$ cat src/sv/tsvp_pkg.sv
// Package for the tempo-synced volume pattern unit.
// Holds default sizes, pattern and register codes, control structs and the pump curve builder.
// No dependencies.
package tsvp_pkg;

    // Default sizes handed to the top level parameters.
    localparam int SAMPLE_BITS_DEF      = 24;
    localparam int PHASE_FRAC_BITS_DEF  = 24;
    localparam int GAIN_FRAC_BITS_DEF   = 15;
    localparam int CURVE_TABLE_BITS_DEF = 8;

    // Width of one gain digit handled per multiplier step.
    localparam int DIGIT_BITS = 4;

    // Dip depth 0.7 in Q0.16, truncated.
    localparam int DIP_DEPTH_BITS = 16;
    localparam logic [DIP_DEPTH_BITS-1:0] DIP_DEPTH = 16'd45875;

    // Configuration register file layout.
    localparam int MODE_BITS      = 3;
    localparam int CFG_INDEX_BITS = 1;

    typedef enum logic [CFG_INDEX_BITS-1:0] {
        REG_PATTERN_MODE = 1'b0,
        REG_PHASE_STEP   = 1'b1
    } cfg_reg_t;

    // Pattern codes; code 7 is unused and behaves as unity gain.
    typedef enum logic [MODE_BITS-1:0] {
        MODE_OFF       = 3'd0,
        MODE_HALF      = 3'd1,
        MODE_EIGHTH    = 3'd2,
        MODE_SIXTEENTH = 3'd3,
        MODE_TRIPLET   = 3'd4,
        MODE_PUMP      = 3'd5,
        MODE_DIP       = 3'd6
    } mode_t;

    // Control from the sequencer to the serial multiplier.
    typedef struct packed {
        logic start;
        logic step;
    } mul_ctl_t;

    // One entry of the pump curve: gain = 1 - exp(-4k/2^c), rounded to Q1.g.
    // Evaluated at elaboration only; the series has fixed divisors.
    function automatic logic [31:0] pump_entry(int k, int c, int g);
        logic [63:0] y;
        logic [63:0] term;
        logic [63:0] sum;
        logic [63:0] e;
        logic [63:0] one;
        y    = 64'(k) << (29 - c);
        one  = 64'd1 << 31;
        term = one;
        sum  = one;
        term = ((term * y) >> 31) / 1;   sum = sum - term;
        term = ((term * y) >> 31) / 2;   sum = sum + term;
        term = ((term * y) >> 31) / 3;   sum = sum - term;
        term = ((term * y) >> 31) / 4;   sum = sum + term;
        term = ((term * y) >> 31) / 5;   sum = sum - term;
        term = ((term * y) >> 31) / 6;   sum = sum + term;
        term = ((term * y) >> 31) / 7;   sum = sum - term;
        term = ((term * y) >> 31) / 8;   sum = sum + term;
        term = ((term * y) >> 31) / 9;   sum = sum - term;
        term = ((term * y) >> 31) / 10;  sum = sum + term;
        e = sum;
        // Raise to the 16th power by four squarings.
        e = (e * e) >> 31;
        e = (e * e) >> 31;
        e = (e * e) >> 31;
        e = (e * e) >> 31;
        if (e > one)
        begin
            e = one;
        end
        return 32'((one - e + (64'd1 << (30 - g))) >> (31 - g));
    endfunction

endpackage

$ cat src/sv/tsvp_channels.sv
// Stream channel interfaces for the sample request and the result request.
// Depends on tsvp_pkg for the default sample width.
interface tsvp_item_if #(
    parameter int SAMPLE_BITS = tsvp_pkg::SAMPLE_BITS_DEF
);
    logic                          valid;
    logic                          ready;
    logic signed [SAMPLE_BITS-1:0] sample_in;
    logic                          last_in;

    modport source (output valid, output sample_in, output last_in, input ready);
    modport sink   (input valid, input sample_in, input last_in, output ready);
endinterface

interface tsvp_result_if #(
    parameter int SAMPLE_BITS = tsvp_pkg::SAMPLE_BITS_DEF
);
    logic                          valid;
    logic                          ready;
    logic signed [SAMPLE_BITS-1:0] sample_out;
    logic                          last_out;

    modport source (output valid, output sample_out, output last_out, input ready);
    modport sink   (input valid, input sample_out, input last_out, output ready);
endinterface

$ cat src/sv/tsvp_gain.sv
// Two-stage gain pipeline: pattern gain from the current mode and beat phase.
// Depends on tsvp_pkg for pattern codes, dip depth and the pump curve builder.
module tsvp_gain #(
    parameter int PHASE_FRAC_BITS  = tsvp_pkg::PHASE_FRAC_BITS_DEF,
    parameter int GAIN_FRAC_BITS   = tsvp_pkg::GAIN_FRAC_BITS_DEF,
    parameter int CURVE_TABLE_BITS = tsvp_pkg::CURVE_TABLE_BITS_DEF
) (
    input  logic                          clk,
    input  logic                          rst_n,
    input  logic [tsvp_pkg::MODE_BITS-1:0] mode,
    input  logic [PHASE_FRAC_BITS:0]      phase,
    input  logic                          flush,
    output logic [GAIN_FRAC_BITS:0]       gain,
    output logic                          gain_ok
);

    localparam int F           = PHASE_FRAC_BITS;
    localparam int G           = GAIN_FRAC_BITS;
    localparam int C           = CURVE_TABLE_BITS;
    localparam int CURVE_DEPTH = 1 << C;
    localparam int SQ_W        = 2 * F;
    localparam int DP_W        = F + tsvp_pkg::DIP_DEPTH_BITS;
    localparam logic [G:0] GAIN_ONE = {1'b1, {G{1'b0}}};

    logic [G:0]        curve_rom [CURVE_DEPTH];
    logic [F-1:0]      frac;
    logic [SQ_W-1:0]   frac_wide;
    logic [SQ_W-1:0]   sq_prod;
    logic [F+1:0]      trip_sum;
    logic              gate_on;
    logic [DP_W-1:0]   dip_prod;
    logic [G-1:0]      dip_drop;
    logic [G:0]        gain_next;

    tsvp_pkg::mode_t   mode1_reg;
    logic              gate1_reg;
    logic [G:0]        curve1_reg;
    logic [F-1:0]      sq1_reg;
    logic              ok1_reg;
    logic [G:0]        gain_reg;
    logic              ok2_reg;

    // Pump curve built at elaboration.
    for (genvar k = 0; k < CURVE_DEPTH; k++)
    begin : g_curve
        localparam logic [G:0] ENTRY = (G + 1)'(tsvp_pkg::pump_entry(k, C, G));
        assign curve_rom[k] = ENTRY;
    end

    // Stage one: gate decisions, curve lookup and the phase square.
    assign frac      = phase[F-1:0];
    assign frac_wide = SQ_W'(frac);
    assign sq_prod   = frac_wide * frac_wide;
    assign trip_sum  = {1'b0, frac, 1'b0} + {2'b00, frac};

    always_comb
    begin
        unique case (tsvp_pkg::mode_t'(mode))
            tsvp_pkg::MODE_HALF:      gate_on = ~phase[F];
            tsvp_pkg::MODE_EIGHTH:    gate_on = ~phase[F-2];
            tsvp_pkg::MODE_SIXTEENTH: gate_on = ~phase[F-3];
            tsvp_pkg::MODE_TRIPLET:   gate_on = ~trip_sum[F-1];
            default:                  gate_on = 1'b1;
        endcase
    end

    always_ff @(posedge clk)
    begin
        mode1_reg  <= tsvp_pkg::mode_t'(mode);
        gate1_reg  <= gate_on;
        curve1_reg <= curve_rom[frac[F-1 -: C]];
        sq1_reg    <= sq_prod[SQ_W-1:F];
    end

    // Stage two: dip depth and final gain selection.
    assign dip_prod = DP_W'(sq1_reg) * DP_W'(tsvp_pkg::DIP_DEPTH);
    assign dip_drop = dip_prod[DP_W-1 -: G];

    always_comb
    begin
        unique case (mode1_reg)
            tsvp_pkg::MODE_HALF,
            tsvp_pkg::MODE_EIGHTH,
            tsvp_pkg::MODE_SIXTEENTH,
            tsvp_pkg::MODE_TRIPLET:   gain_next = gate1_reg ? GAIN_ONE : '0;
            tsvp_pkg::MODE_PUMP:      gain_next = curve1_reg;
            tsvp_pkg::MODE_DIP:       gain_next = GAIN_ONE - {1'b0, dip_drop};
            default:                  gain_next = GAIN_ONE;
        endcase
    end

    always_ff @(posedge clk)
    begin
        gain_reg <= gain_next;
    end

    // The gain is trusted once both stages have seen unchanged inputs.
    always_ff @(posedge clk or negedge rst_n)
    begin
        if (!rst_n)
        begin
            ok1_reg <= 1'b0;
            ok2_reg <= 1'b0;
        end
        else
        begin
            ok1_reg <= ~flush;
            ok2_reg <= ok1_reg & ~flush;
        end
    end

    assign gain    = gain_reg;
    assign gain_ok = ok2_reg;

endmodule

$ cat src/sv/tsvp_serial_mul.sv
// Digit-serial signed-by-unsigned multiplier, one gain digit per cycle while ctl.step is high, LSB first.
// Depends on tsvp_pkg for the digit width and the control struct.
module tsvp_serial_mul #(
    parameter int SAMPLE_BITS    = tsvp_pkg::SAMPLE_BITS_DEF,
    parameter int GAIN_FRAC_BITS = tsvp_pkg::GAIN_FRAC_BITS_DEF
) (
    input  logic                          clk,
    input  logic                          rst_n,
    input  tsvp_pkg::mul_ctl_t            ctl,
    input  logic signed [SAMPLE_BITS-1:0] x,
    input  logic [GAIN_FRAC_BITS:0]       gain,
    output logic signed [SAMPLE_BITS-1:0] result,
    output logic                          last
);

    localparam int S      = SAMPLE_BITS;
    localparam int G      = GAIN_FRAC_BITS;
    localparam int D      = tsvp_pkg::DIGIT_BITS;
    localparam int N      = (G + 1 + D - 1) / D;
    localparam int CNT_W  = $clog2(N);
    localparam int SUM_W  = S + D + 1;
    localparam int LOW_W  = N * D;
    localparam int PROD_W = SUM_W + LOW_W - D;

    logic signed [S-1:0]     x_reg;
    logic [LOW_W-1:0]        dig_reg;
    logic signed [S:0]       acc_reg;
    logic [LOW_W-1:0]        low_reg;
    logic [CNT_W-1:0]        cnt_reg;

    logic signed [SUM_W-1:0] x_wide;
    logic signed [SUM_W-1:0] d_wide;
    logic signed [SUM_W-1:0] acc_wide;
    logic signed [SUM_W-1:0] pp;
    logic signed [SUM_W-1:0] sum;
    logic [PROD_W-1:0]       prod_full;

    // One partial product and accumulate per step.
    assign x_wide   = {{(SUM_W - S){x_reg[S-1]}}, x_reg};
    assign d_wide   = {{(SUM_W - D){1'b0}}, dig_reg[D-1:0]};
    assign acc_wide = {{(SUM_W - S - 1){acc_reg[S]}}, acc_reg};
    assign pp       = x_wide * d_wide;
    assign sum      = acc_wide + pp;

    // Full product as it stands after the final step; floor shift by the gain scale.
    assign prod_full = {sum, low_reg[LOW_W-1:D]};
    assign result    = prod_full[G +: S];
    assign last      = (cnt_reg == CNT_W'(N - 1));

    // Operand and accumulator shift registers.
    always_ff @(posedge clk)
    begin
        if (ctl.start)
        begin
            x_reg   <= x;
            dig_reg <= LOW_W'(gain);
            acc_reg <= '0;
            low_reg <= '0;
        end
        else if (ctl.step)
        begin
            dig_reg <= dig_reg >> D;
            acc_reg <= sum[SUM_W-1:D];
            low_reg <= {sum[D-1:0], low_reg[LOW_W-1:D]};
        end
    end

    // Digit counter.
    always_ff @(posedge clk or negedge rst_n)
    begin
        if (!rst_n)
        begin
            cnt_reg <= '0;
        end
        else if (ctl.start)
        begin
            cnt_reg <= '0;
        end
        else if (ctl.step)
        begin
            cnt_reg <= cnt_reg + CNT_W'(1);
        end
    end

endmodule

$ cat src/sv/tempo_synced_volume_pattern_unit.sv
// Each request carries one signed sample; the result is the sample times a pattern gain
// (Q1.GAIN_FRAC_BITS, floor shift), and the beat phase then advances by phase_step unless the
// mode is off. The digit-serial multiplier consumes four gain bits per cycle while a sample runs;
// back-to-back requests are taken on the multiplier's last step while the result side keeps up.
// The gain comes from a two-stage pipeline on the phase, so after reset or a register write no
// request is taken until both stages hold the new inputs (gain_ok). A finished result waits in
// the output register while the next sample runs.
// Depends on tsvp_pkg, tsvp_channels, tsvp_gain and tsvp_serial_mul.
module tempo_synced_volume_pattern_unit #(
    parameter int SAMPLE_BITS      = tsvp_pkg::SAMPLE_BITS_DEF,
    parameter int PHASE_FRAC_BITS  = tsvp_pkg::PHASE_FRAC_BITS_DEF,
    parameter int GAIN_FRAC_BITS   = tsvp_pkg::GAIN_FRAC_BITS_DEF,
    parameter int CURVE_TABLE_BITS = tsvp_pkg::CURVE_TABLE_BITS_DEF
) (
    input  logic                               clk,
    input  logic                               rst_n,
    tsvp_item_if.sink                          item,
    tsvp_result_if.source                      result,
    input  logic                               cfg_wr_en,
    input  logic [tsvp_pkg::CFG_INDEX_BITS-1:0] cfg_index,
    input  logic [PHASE_FRAC_BITS-1:0]         cfg_data
);

    localparam int F = PHASE_FRAC_BITS;
    localparam logic [F-1:0] STEP_RESET = F'(699);

    typedef enum logic [1:0] {
        ST_IDLE = 2'b01,
        ST_MUL  = 2'b10
    } state_t;

    state_t                         state_reg;
    state_t                         state_next;
    logic [tsvp_pkg::MODE_BITS-1:0] mode_reg;
    logic [F-1:0]                   step_reg;
    logic [F:0]                     phase_reg;
    logic [F:0]                     phase_next;
    logic                           item_last_reg;
    logic                           out_valid_reg;
    logic                           out_valid_next;
    logic signed [SAMPLE_BITS-1:0]  out_sample_reg;
    logic                           out_last_reg;

    logic                           can_finish;
    logic                           finish;
    logic                           accept;
    logic                           gain_ok;
    logic [GAIN_FRAC_BITS:0]        gain;
    logic                           mul_last;
    logic signed [SAMPLE_BITS-1:0]  mul_result;
    tsvp_pkg::mul_ctl_t             mul_ctl;

    // Gain pipeline, restarted whenever the phase or a register changes.
    tsvp_gain #(
        .PHASE_FRAC_BITS  (PHASE_FRAC_BITS),
        .GAIN_FRAC_BITS   (GAIN_FRAC_BITS),
        .CURVE_TABLE_BITS (CURVE_TABLE_BITS)
    ) u_gain (
        .clk     (clk),
        .rst_n   (rst_n),
        .mode    (mode_reg),
        .phase   (phase_reg),
        .flush   (accept | cfg_wr_en),
        .gain    (gain),
        .gain_ok (gain_ok)
    );

    tsvp_serial_mul #(
        .SAMPLE_BITS    (SAMPLE_BITS),
        .GAIN_FRAC_BITS (GAIN_FRAC_BITS)
    ) u_mul (
        .clk    (clk),
        .rst_n  (rst_n),
        .ctl    (mul_ctl),
        .x      (item.sample_in),
        .gain   (gain),
        .result (mul_result),
        .last   (mul_last)
    );

    // Handshake and sequencing.
    assign can_finish = ~out_valid_reg | result.ready;
    assign finish     = (state_reg == ST_MUL) & mul_last & can_finish;
    assign item.ready = gain_ok & ((state_reg == ST_IDLE) | finish);
    assign accept     = item.valid & item.ready;

    assign mul_ctl.start = accept;
    assign mul_ctl.step  = (state_reg == ST_MUL) & ~mul_last;

    always_comb
    begin
        state_next = state_reg;
        unique case (state_reg)
            ST_IDLE:
            begin
                if (accept)
                begin
                    state_next = ST_MUL;
                end
            end
            ST_MUL:
            begin
                if (finish && !accept)
                begin
                    state_next = ST_IDLE;
                end
            end
            default: state_next = ST_IDLE;
        endcase
    end

    // Beat phase advances once per sample outside off mode, wrapping at two beats.
    always_comb
    begin
        phase_next = phase_reg;
        if (accept && (mode_reg != tsvp_pkg::MODE_OFF))
        begin
            phase_next = phase_reg + {1'b0, step_reg};
        end
    end

    // Output register valid.
    always_comb
    begin
        out_valid_next = out_valid_reg;
        priority if (finish)
        begin
            out_valid_next = 1'b1;
        end
        else if (result.ready)
        begin
            out_valid_next = 1'b0;
        end
        else
        begin
            out_valid_next = out_valid_reg;
        end
    end

    always_ff @(posedge clk or negedge rst_n)
    begin
        if (!rst_n)
        begin
            state_reg     <= ST_IDLE;
            phase_reg     <= '0;
            out_valid_reg <= 1'b0;
            mode_reg      <= tsvp_pkg::MODE_OFF;
            step_reg      <= STEP_RESET;
        end
        else
        begin
            state_reg     <= state_next;
            phase_reg     <= phase_next;
            out_valid_reg <= out_valid_next;
            if (cfg_wr_en)
            begin
                unique case (tsvp_pkg::cfg_reg_t'(cfg_index))
                    tsvp_pkg::REG_PATTERN_MODE: mode_reg <= cfg_data[tsvp_pkg::MODE_BITS-1:0];
                    tsvp_pkg::REG_PHASE_STEP:   step_reg <= cfg_data;
                    default:                    mode_reg <= mode_reg;
                endcase
            end
        end
    end

    // Payload registers.
    always_ff @(posedge clk)
    begin
        if (accept)
        begin
            item_last_reg <= item.last_in;
        end
        if (finish)
        begin
            out_sample_reg <= mul_result;
            out_last_reg   <= item_last_reg;
        end
    end

    assign result.valid      = out_valid_reg;
    assign result.sample_out = out_sample_reg;
    assign result.last_out   = out_last_reg;

endmodule

$ cat src/flat_wrapper.sv
// flat-port wrapper written by rule: the top's interface ports become plain ports
module tempo_synced_volume_pattern_unit_flat 
#(
    parameter int SAMPLE_BITS      = tsvp_pkg::SAMPLE_BITS_DEF,
    parameter int PHASE_FRAC_BITS  = tsvp_pkg::PHASE_FRAC_BITS_DEF,
    parameter int GAIN_FRAC_BITS   = tsvp_pkg::GAIN_FRAC_BITS_DEF,
    parameter int CURVE_TABLE_BITS = tsvp_pkg::CURVE_TABLE_BITS_DEF
)
  (clk, rst_n, cfg_wr_en, cfg_index, cfg_data, item_valid, item_sample_in, item_last_in, item_ready, result_valid, result_sample_out, result_last_out, result_ready);
  tsvp_item_if #(.SAMPLE_BITS(SAMPLE_BITS)) item_i ();
  tsvp_result_if #(.SAMPLE_BITS(SAMPLE_BITS)) result_i ();
  input  logic clk;
  input  logic rst_n;
  input  logic cfg_wr_en;
  input  logic [tsvp_pkg::CFG_INDEX_BITS-1:0] cfg_index;
  input  logic [PHASE_FRAC_BITS-1:0] cfg_data;
  input wire logic [$bits(item_i.valid)-1:0] item_valid;
  input wire logic [$bits(item_i.sample_in)-1:0] item_sample_in;
  input wire logic [$bits(item_i.last_in)-1:0] item_last_in;
  output wire logic [$bits(item_i.ready)-1:0] item_ready;
  output wire logic [$bits(result_i.valid)-1:0] result_valid;
  output wire logic [$bits(result_i.sample_out)-1:0] result_sample_out;
  output wire logic [$bits(result_i.last_out)-1:0] result_last_out;
  input wire logic [$bits(result_i.ready)-1:0] result_ready;
  assign item_i.valid = item_valid;
  assign item_i.sample_in = item_sample_in;
  assign item_i.last_in = item_last_in;
  assign item_ready = item_i.ready;
  assign result_valid = result_i.valid;
  assign result_sample_out = result_i.sample_out;
  assign result_last_out = result_i.last_out;
  assign result_i.ready = result_ready;
  tempo_synced_volume_pattern_unit #(.SAMPLE_BITS(SAMPLE_BITS), .PHASE_FRAC_BITS(PHASE_FRAC_BITS), .GAIN_FRAC_BITS(GAIN_FRAC_BITS), .CURVE_TABLE_BITS(CURVE_TABLE_BITS)) u_core (.clk(clk), .rst_n(rst_n), .item(item_i), .result(result_i), .cfg_wr_en(cfg_wr_en), .cfg_index(cfg_index), .cfg_data(cfg_data));
endmodule
$ cat config.mk
export PLATFORM = sky130hd
export DESIGN_NAME = tempo_synced_volume_pattern_unit_flat
export DESIGN_NICKNAME = d
export VERILOG_FILES = /design/src/sv/tsvp_pkg.sv /design/src/sv/tsvp_channels.sv /design/src/sv/tsvp_gain.sv /design/src/sv/tsvp_serial_mul.sv /design/src/sv/tempo_synced_volume_pattern_unit.sv /design/src/flat_wrapper.sv
export SDC_FILE = /design/constraint.sdc
export NUM_CORES = 2
export LEC_CHECK = 0
export CAP_MARGIN = 10
export CORE_ASPECT_RATIO = 1.25
export CORE_MARGIN = 2
export CORE_UTILIZATION = 40
export DETAILED_ROUTE_END_ITERATION = 8
export DONT_BUFFER_PORTS = 1
export HOLD_SLACK_MARGIN = 0.15
export SYNTH_ARGS = -nofsm -noshare
export SYNTH_HDL_FRONTEND = slang
export SYNTH_HIERARCHICAL = 1
export SYNTH_SLANG_ARGS = --single-unit
$ cat constraint.sdc
create_clock -name clk -period 22.6 [get_ports clk]
set_clock_uncertainty 0.1 [all_clocks]
set_input_delay 1.13 -clock clk [delete_from_list [all_inputs] [get_ports clk]]
set_output_delay 1.13 -clock clk [all_outputs]
set_load 0.03 [all_outputs]
==> impl_metrics.prom <==
# TYPE chip_impl_metric gauge
chip_impl_info{name="timing.rr.start",value="u_core/phase_reg[8]"} 1
chip_impl_info{name="cp-end-kind",value="flip-flop"} 1
chip_impl_metric{name="slowest_delay",unit="ps"} 800
chip_impl_metric{name="cap_violations",unit=""} 0
chip_impl_metric{name="post_cts.resized_instances",unit=""} 0
chip_impl_metric{name="htree_num_levels",unit=""} 1
chip_impl_metric{name="global_route.usage.total",unit="%"} 21.1
chip_impl_metric{name="grt_pass1_wl",unit="µm"} 172000
chip_impl_metric{name="fillCellCount",unit=""} 9852
chip_impl_metric{name="cts.clk_slew.worst_paths",unit="ps"} 60
chip_impl_info{name="cpMaxStageDelayCell",value="sky130_fd_sc_hd__dfrtp_1"} 1
chip_impl_metric{name="numClockSinks",unit=""} 209
chip_impl_metric{name="fp.dieArea",unit="µm²"} 102000
chip_impl_metric{name="post-route-drc-count",unit=""} 0
chip_impl_metric{name="ioPinCount",unit=""} 82
chip_impl_metric{name="setup_viol",unit=""} 0
chip_impl_metric{name="insertion_delay",unit="ps"} 610
chip_impl_metric{name="postSynthAreaPerCell",unit="µm²"} 8.99
chip_impl_metric{name="tightest_slew_margin_relative_to_the_limit",unit="%"} 26.3
chip_impl_metric{name="synth_nets",unit=""} 5611
chip_impl_metric{name="drt_first_pass_iters",unit=""} 7
chip_impl_metric{name="finalCritPeriodShare",unit="%"} 37.5
chip_impl_metric{name="detail_route.iter0.violations",unit=""} 2056
chip_impl_info{name="mostFrequentLayoutCells",value="1042 x sky130_fd_sc_hd__inv_1, 633 x sky130_fd_sc_hd__fa_1, 486 x sky130_fd_sc_hd__ha_1, 356 x sky130_fd_sc_hd__nand2_1, 193 x sky130_fd_sc_hd__nor2_1"} 1
chip_impl_metric{name="number_of_global_route_vias_before_repair",unit=""} 31164
chip_impl_metric{name="gr-total-overflow",unit=""} 0
chip_impl_info{name="worstSetupStartpointType",value="flip-flop"} 1
chip_impl_metric{name="hold_viol_final",unit=""} 0
chip_impl_metric{name="cts_buffers",unit=""} 28
chip_impl_info{name="clock_tree.root_cell",value="sky130_fd_sc_hd__clkbuf_16"} 1
chip_impl_info{name="tritoncts",value="yes"} 1
chip_impl_metric{name="timing.fmax",unit="MHz"} 118
chip_impl_info{name="holdCritPathClass",value="in -> async"} 1
chip_impl_metric{name="yosys_warnings",unit=""} 6
chip_impl_metric{name="layout.nets",unit=""} 5479
chip_impl_info{name="outcome",value="completed"} 1
chip_impl_metric{name="synthesis.instances",unit=""} 4437
chip_impl_info{name="critical_path.startpoint",value="u_core/phase_reg[8]"} 1
chip_impl_metric{name="routed_wl",unit="µm"} 107000
chip_impl_metric{name="crit_buf_inv",unit=""} 4
chip_impl_metric{name="yosysUniqueCellTypes",unit=""} 104
chip_impl_info{name="rsz_0062_raised_after_global_routing",value="no"} 1
chip_impl_metric{name="start_util",unit="%"} 40.3
chip_impl_metric{name="post_route_cells_drive_above_1_share",unit="%"} 4.41
chip_impl_metric{name="setup_total_negative_slack",unit="ps"} 0
chip_impl_metric{name="route.detailed.wl_per_inst",unit="µm"} 19.0
chip_impl_info{name="crit_path_frequent_cell",value="sky130_fd_sc_hd__fa_1"} 1
chip_impl_info{name="layout.cells.most_common",value="sky130_fd_sc_hd__inv_1"} 1
chip_impl_metric{name="placement_rows",unit=""} 129
chip_impl_info{name="critical_path_class",value="reg -> reg"} 1
chip_impl_metric{name="ant_nets",unit=""} 0
chip_impl_metric{name="placeableCoreArea",unit="µm²"} 98900
chip_impl_metric{name="place_hpwl",unit="µm"} 84900
chip_impl_metric{name="fp.dieH",unit="µm"} 357
chip_impl_metric{name="worst-slew-pin-transition",unit="ps"} 1100
chip_impl_metric{name="timing.final.crit_period",unit="ps"} 8480
chip_impl_metric{name="slew_viol_final",unit=""} 0
chip_impl_metric{name="ctsLongestPathBuffers",unit=""} 3
chip_impl_metric{name="timing.critical_path.fanout_max",unit=""} 20
chip_impl_info{name="path_cells",value="clkinv_1 -> fa_1 -> inv_1 -> fa_1 -> fa_1 -> inv_1 -> fa_1 -> fa_1 -> inv_1 -> fa_1 -> fa_1 -> ha_1 -> a21oi_1 -> o21bai_1 -> a21oi_1 -> o211ai_1 -> a211oi_1 -> o221ai_1 -> a21oi_1 -> nor3b_1 -> a2111oi_1 -> xnor2_1"} 1
chip_impl_metric{name="grt_antenna_before_repair",unit=""} 2
chip_impl_metric{name="synth_enable_flop_cells",unit=""} 66
chip_impl_metric{name="grt_max_degree",unit=""} 91
chip_impl_metric{name="detailroute.via_count",unit=""} 29845
chip_impl_metric{name="flow.area_growth_from_synthesis",unit="%"} 4.97
chip_impl_metric{name="async_reset_ff_share",unit="%"} 28.2
chip_impl_metric{name="drt-vias-per-instance",unit=""} 5.29
chip_impl_metric{name="crit_required",unit="ps"} 23010
chip_impl_metric{name="post_cts_buffers",unit=""} 0
chip_impl_metric{name="arrival",unit="ps"} 8890
chip_impl_metric{name="die-width",unit="µm"} 287
chip_impl_metric{name="postSynthRegisterBits",unit=""} 209
chip_impl_info{name="synth_flop_cell",value="sky130_fd_sc_hd__dfxtp_1"} 1
chip_impl_metric{name="place_congestion",unit=""} 0.970
chip_impl_info{name="path_delay_family",value="adder cells"} 1
chip_impl_metric{name="n_antenna_cell",unit=""} 0
chip_impl_metric{name="ys_seq_area_share",unit="%"} 12.9
chip_impl_metric{name="synth_area",unit="µm²"} 39900
chip_impl_metric{name="numPortBuffers",unit=""} 0
[through the flow]
stage	setup slack (ps)	hold WS (ps)	utilization (%)	cell area, µm²	instances
finish	14120	267	42.3	41900	5637
global route	13660	235	42.3	41900	5637
CTS	14130	222	42.3	41900	5637
detailed placement	14150	305	41.4	40900	5584
global placement	14290	301	41.4	40900	5584
floorplan	14730	299	-	39900	4437
[logic make-up (layout without fill, tap and decap cells)]
kind of cell | count (synthesis) | after routing | share of synthesized area (%)
AOI/OAI and AO/OA | 718 | 718 | 11.8
buffers and inverters | 1243 | 1133 | 12.1
and+or+nand+nor | 977 | 977 | 11.8
xor gates and xnor gates | 99 | 99 | 2.17
muxes | 72 | 72 | 2.26
adders and majority gates | 1119 | 1119 | 47.0
DFF | 209 | 209 | 12.9
[synthesized netlist by cell type (7+ instances only)]
master / number / area (µm²)
sky130_fd_sc_hd__nor3b_1: 7 / 52.6
sky130_fd_sc_hd__xnor2_1: 61 / 534
sky130_fd_sc_hd__o311ai_0: 14 / 123
sky130_fd_sc_hd__a21boi_0: 8 / 60.1
sky130_fd_sc_hd__mux2_2: 42 / 473
sky130_fd_sc_hd__mux4_2: 10 / 225
sky130_fd_sc_hd__o211ai_1: 28 / 210
sky130_fd_sc_hd__a31oi_1: 38 / 238
sky130_fd_sc_hd__a21oi_1: 187 / 936
sky130_fd_sc_hd__nand3_1: 59 / 295
sky130_fd_sc_hd__nand2b_1: 14 / 87.6
sky130_fd_sc_hd__a22o_1: 7 / 61.3
sky130_fd_sc_hd__o21ai_1: 11 / 55.1
sky130_fd_sc_hd__inv_1: 1042 / 3910
sky130_fd_sc_hd__xor2_1: 38 / 333
sky130_fd_sc_hd__or3_1: 9 / 56.3
sky130_fd_sc_hd__nand2_1: 356 / 1340
sky130_fd_sc_hd__nor2b_1: 15 / 93.8
sky130_fd_sc_hd__o31ai_1: 18 / 135
sky130_fd_sc_hd__dfrtp_1: 51 / 1280
sky130_fd_sc_hd__mux2i_1: 19 / 190
sky130_fd_sc_hd__dfstp_2: 8 / 210
sky130_fd_sc_hd__clkbuf_1: 134 / 503
sky130_fd_sc_hd__o221ai_1: 9 / 78.8
sky130_fd_sc_hd__buf_4: 25 / 188
sky130_fd_sc_hd__o21ai_0: 166 / 831
sky130_fd_sc_hd__o21a_1: 16 / 120
sky130_fd_sc_hd__a311oi_1: 21 / 184
sky130_fd_sc_hd__a211oi_1: 48 / 360
sky130_fd_sc_hd__a21o_1: 44 / 330
sky130_fd_sc_hd__nor3_1: 58 / 290
sky130_fd_sc_hd__edfxtp_1: 66 / 1980
sky130_fd_sc_hd__fa_1: 633 / 12700
sky130_fd_sc_hd__and3_1: 19 / 119
sky130_fd_sc_hd__buf_1: 25 / 93.8
sky130_fd_sc_hd__o2111ai_1: 7 / 61.3
sky130_fd_sc_hd__nor2_1: 196 / 736
sky130_fd_sc_hd__nand4_1: 35 / 219
sky130_fd_sc_hd__dfxtp_1: 84 / 1680
sky130_fd_sc_hd__and2_1: 165 / 1030
sky130_fd_sc_hd__o21bai_1: 16 / 120
sky130_fd_sc_hd__ha_1: 486 / 6080
[worst reg2reg max path: cells and delay by family (launching register included)]
kind / cells / cell delay (ps)
xor gates and xnor gates: 1 / 170
DFF: 1 / 800
adders and majority gates: 8 / 3920
and+or+nand+nor: 1 / 120
AOI/OAI and AO/OA: 8 / 2560
buffers and inverters: 4 / 720
[layer usage]
| metal | track usage (%) | share of wire [%] | vias to the layer above |
|---|---|---|---|
| li1 | - | - | 13921 |
| met1 | 27.2 | 43 | 14811 |
| met2 | 37.1 | 49 | 899 |
| met3 | 2.07 | 4.7 | 212 |
| met4 | 7.14 | 3.5 | 2 |
| met5 | 0 | 0.012 | - |
[what timing repair did]
item / 4_1_cts / 5_1_grt
setup endpoints to repair: 0 / 0
hold endpoints to repair: 51 / 0
hold buffers: 1 / 0
[final timing paths]
kind	to	slack [ps]	cells past startpoint
setup / recovery	u_core/u_gain/sq1_reg[9]	14120	22
max in group asynchronous	u_core/phase_reg[19]	21810	1
hold / removal	u_core/state_reg[0]	270	0
min in group clk	u_core/u_gain/gain[9]	320	2
hold reg to reg	u_core/u_gain/gain[9]	320	2
setup reg to reg	u_core/u_gain/sq1_reg[9]	14120	22
[cell type report]
class | instances | area (µm²) | share of cell area, %
Clock buffer | 32 | 736 | 1.76
Multi-Input combinational cell | 2985 | 29900 | 71.5
Tap cell | 1310 | 1640 | 3.91
Sequential cell | 209 | 5160 | 12.3
Timing Repair Buffer | 34 | 275 | 0.657
Inverter | 1047 | 3930 | 9.38
Clock inverter | 20 | 203 | 0.484
Power is not shown: default switching activity piles up to over one toggle a cycle in this logic, so the estimate is an artifact.
